$ cat src/rtl/csp_scan.sv
// Round-robin window scan over the allocation flags: first free entry from pos.
module csp_scan #(
  parameter int NUM = 256,
  parameter int WIN = 8
) (
  input  logic [NUM-1:0]         alloc,
  input  logic [$clog2(NUM)-1:0] pos,
  output logic                   found,
  output logic [$clog2(NUM)-1:0] hit,
  output logic [$clog2(NUM)-1:0] pos_next
);

  localparam int IDW = $clog2(NUM);
  localparam int SW  = IDW + 1;

  always_comb begin
    logic [SW-1:0]  sum;
    logic [SW-1:0]  nsum;
    logic [IDW-1:0] idx;
    found = 1'b0;
    hit   = '0;
    sum   = '0;
    idx   = '0;
    // walk the window from its far end so the nearest free entry wins
    for (int k = WIN - 1; k >= 0; k--) begin
      sum = SW'(pos) + SW'(k);
      if (sum >= SW'(NUM)) begin
        sum = sum - SW'(NUM);
      end
      idx = sum[IDW-1:0];
      if (!alloc[idx]) begin
        found = 1'b1;
        hit   = idx;
      end
    end
    nsum = SW'(pos) + SW'(WIN);
    if (nsum >= SW'(NUM)) begin
      nsum = nsum - SW'(NUM);
    end
    pos_next = nsum[IDW-1:0];
  end

endmodule

$ cat config.mk
export PLATFORM = sky130hd
export DESIGN_NAME = csp_scan
export DESIGN_NICKNAME = d
export VERILOG_FILES = /design/src/rtl/csp_scan.sv
export SDC_FILE = /design/constraint.sdc
export NUM_CORES = 1
export LEC_CHECK = 0
export ABC_AREA = 0
export BUFFER_PORTS_ARGS = -buffer_cell sky130_fd_sc_hd__buf_2
export CAP_MARGIN = 30
export CORE_ASPECT_RATIO = 1.2
export CORE_MARGIN = 1.5
export CORE_UTILIZATION = 60
export DETAILED_ROUTE_END_ITERATION = 10
export GPL_TIMING_DRIVEN = 1
export PLACE_DENSITY = 0.87
export SLEW_MARGIN = 20
export SYNTH_ARGS = -nofsm -noshare
export SYNTH_HDL_FRONTEND = slang
export SYNTH_SLANG_ARGS = --single-unit
$ cat constraint.sdc
create_clock -name vclk -period 15.84
set_input_delay 3.168 -clock vclk [all_inputs]
set_output_delay 3.168 -clock vclk [all_outputs]
set_load 0.01 [all_outputs]
==> results.tsv <==
stage	metric	value	unit
sta	finalCriticalPeriod	11.94	ns
critical_path	crit_type	in -> out	
sta	slew_viol_final	0	
sta	rsz0062_at_grt	no	
synthesis	syn_nets	1520	
final_layout	multiInputGateArea	13100	um2
floorplan	die-area	24300	um2
clock_network	post_cts_resized	0	
final_layout	layout-drive-gt1-share	49.6	%
place	portBuffers	281	
clock_network	postCtsHoldBufs	0	
run	cap_violations	0	
detailed_routing	drtIter0Drc	2752	
floorplan	core_area	23000	um2
sta	fin_setup_tns	0	ns
global_route	track_usage	47.9	%
sta	max_freq	0.0838	GHz
global_route	antenna_found_initial	2	
place	place_hpwl	43900	um
synthesis	ys_top_cells_by_count	mux4_2, mux2i_1, nand2_1, nor2_1, buf_2	
synthesis	syn_area_per_cell	11.2	um2
clock_network	postCtsSetupBuffers	0	
sta	finalCritPeriodShare	75.4	%
synthesis	syn_area	14000	um2
detailed_routing	wl_per_cell	33.8	um
floorplan	io_pins	281	
sta	relSlewSlack	29.9	%
floorplan	rows	61	
critical_path	cp.arrival	8.77	ns
hold_path	hold_class	in -> out	
synthesis	yosysMostFrequentCell	mux4_2	
critical_path	endpoint_kind	primary output	
detailed_routing	dr.pass1.iters	8	
global_route	met1_usage	60.5	%
synthesis	ys_warn_count	0	
global_route	met3_usage	15.7	%
synthesis	ys_top_cells_by_area	mux4_2, mux2i_1, nand2_1	
global_route	use_met2	71.2	%
critical_path	crit_fanout	91	
global_route	grt_pass1_vias	14020	
sta	hold_viol	0	
detailed_routing	drt_wl_total	58500	um
synthesis	yosysTopAreaCell	mux4_2	
final_layout	n_clock_buffer	0	
sta	worst_pin_slew	1.05	ns
critical_path	crit_required	12.67	ns
final_layout	fillers	1778	
outcome	status	completed	
global_route	grt_pass1_wl	86500	um
detailed_routing	vias_per_cell	8.68	
final_layout	synthToLayoutAreaGrowth	9.02	%
final_layout	nFlopsAndLatches	0	
final_layout	register_area	0	um2
floorplan	initial_core_util	60.7	%
floorplan	die_w	142	um
synthesis	netlist.area_leader.share	52.3	%
place	place.gp.congestion	1.14	
global_route	top_usage_layer	met2	
synthesis	yosysUniqueCellTypes	94	
detailed_routing	drc_errors	0	
synthesis	syn_inst	1245	
floorplan	die_y	170	um
detailed_routing	num_vias	15041	
synthesis	yosysSeqAreaShare	0	%
global_route	grt_overflow	0	
global_route	grt_max_degree	145	
final_layout	num-nets-final	1693	
critical_path	worst_setup_path_start_kind	input port	
detailed_routing	antenna_left	0	
sta	setup_violations	0	
-- worst max-delay path, cell delays in order --
cell and delay (ns):
buf_6 0.59, inv_1 0.09, buf_4 0.26, ha_4 0.87, buf_12 0.51, mux4_2 0.61, mux4_2 0.48, mux2i_1 0.41
o32ai_1 0.15, a31oi_1 0.39, or2_2 0.30, nor3_2 0.10, a211oi_1 0.32, o221ai_1 0.15, buf_2 0.16
-- per-layer routing --
layer | vias up | part of all wire (%) | wire length [um]
met3 | 428 | 17 | 9790
met2 | 1739 | 44 | 25900
met5 | - | 0 | 0
met4 | 0 | 8.4 | 4900
li1 | 5767 | - | -
met1 | 7107 | 31 | 17900
-- cell type report --
type,instances,area share (%)
antenna,1,0.0164
multi-input combinational,1087,85.5
tap,315,2.58
timing repair buffer,315,11.5
inverter,14,0.344
-- final timing paths --
path   start          end  slack (ns)  cells after the start
max   pos[1]       hit[5]        3.90                     15
min   pos[2]  pos_next[2]        6.94                      3
-- cells by family after synthesis --
group	count (synthesis)	share of synthesized area [%]
AOI/OAI and AO/OA	232	12.9
xor gates and xnor gates	46	3.15
adders and majority gates	11	0.983
buffers and inverters	158	7.60
muxes	459	63.4
and+or+nand+nor	339	12.0
-- layout by cell type, fill, tap and decap left out, drive strengths merged, types with 18 or more instances in the layout --
master	n
a21oi	32
a22oi	18
buf	315
mux2i	111
mux4	337
nand2	106
nand3	47
nand4	20
nor2	60
nor3	30
o21ai	26
xnor2	31
-- per-stage QoR --
| step | std cells | utilization (%) | hold WS [ns] | worst slack, ns | cell area, um2 |
|---|---|---|---|---|---|
| 2_1_floorplan | 1245 | - | 6.40 | 5.19 | 14000 |
| 3_3_place_gp | 1725 | 65.8 | 6.93 | 4.10 | 15200 |
| 3_5_place_dp | 1726 | 65.8 | 6.93 | 4.04 | 15200 |
| 4_1_cts | 1726 | 65.8 | 6.93 | 4.03 | 15200 |
| 5_1_grt | 1731 | 66.2 | 6.96 | 3.60 | 15300 |
| 6_report | 1732 | 66.2 | 6.94 | 3.90 | 15300 |
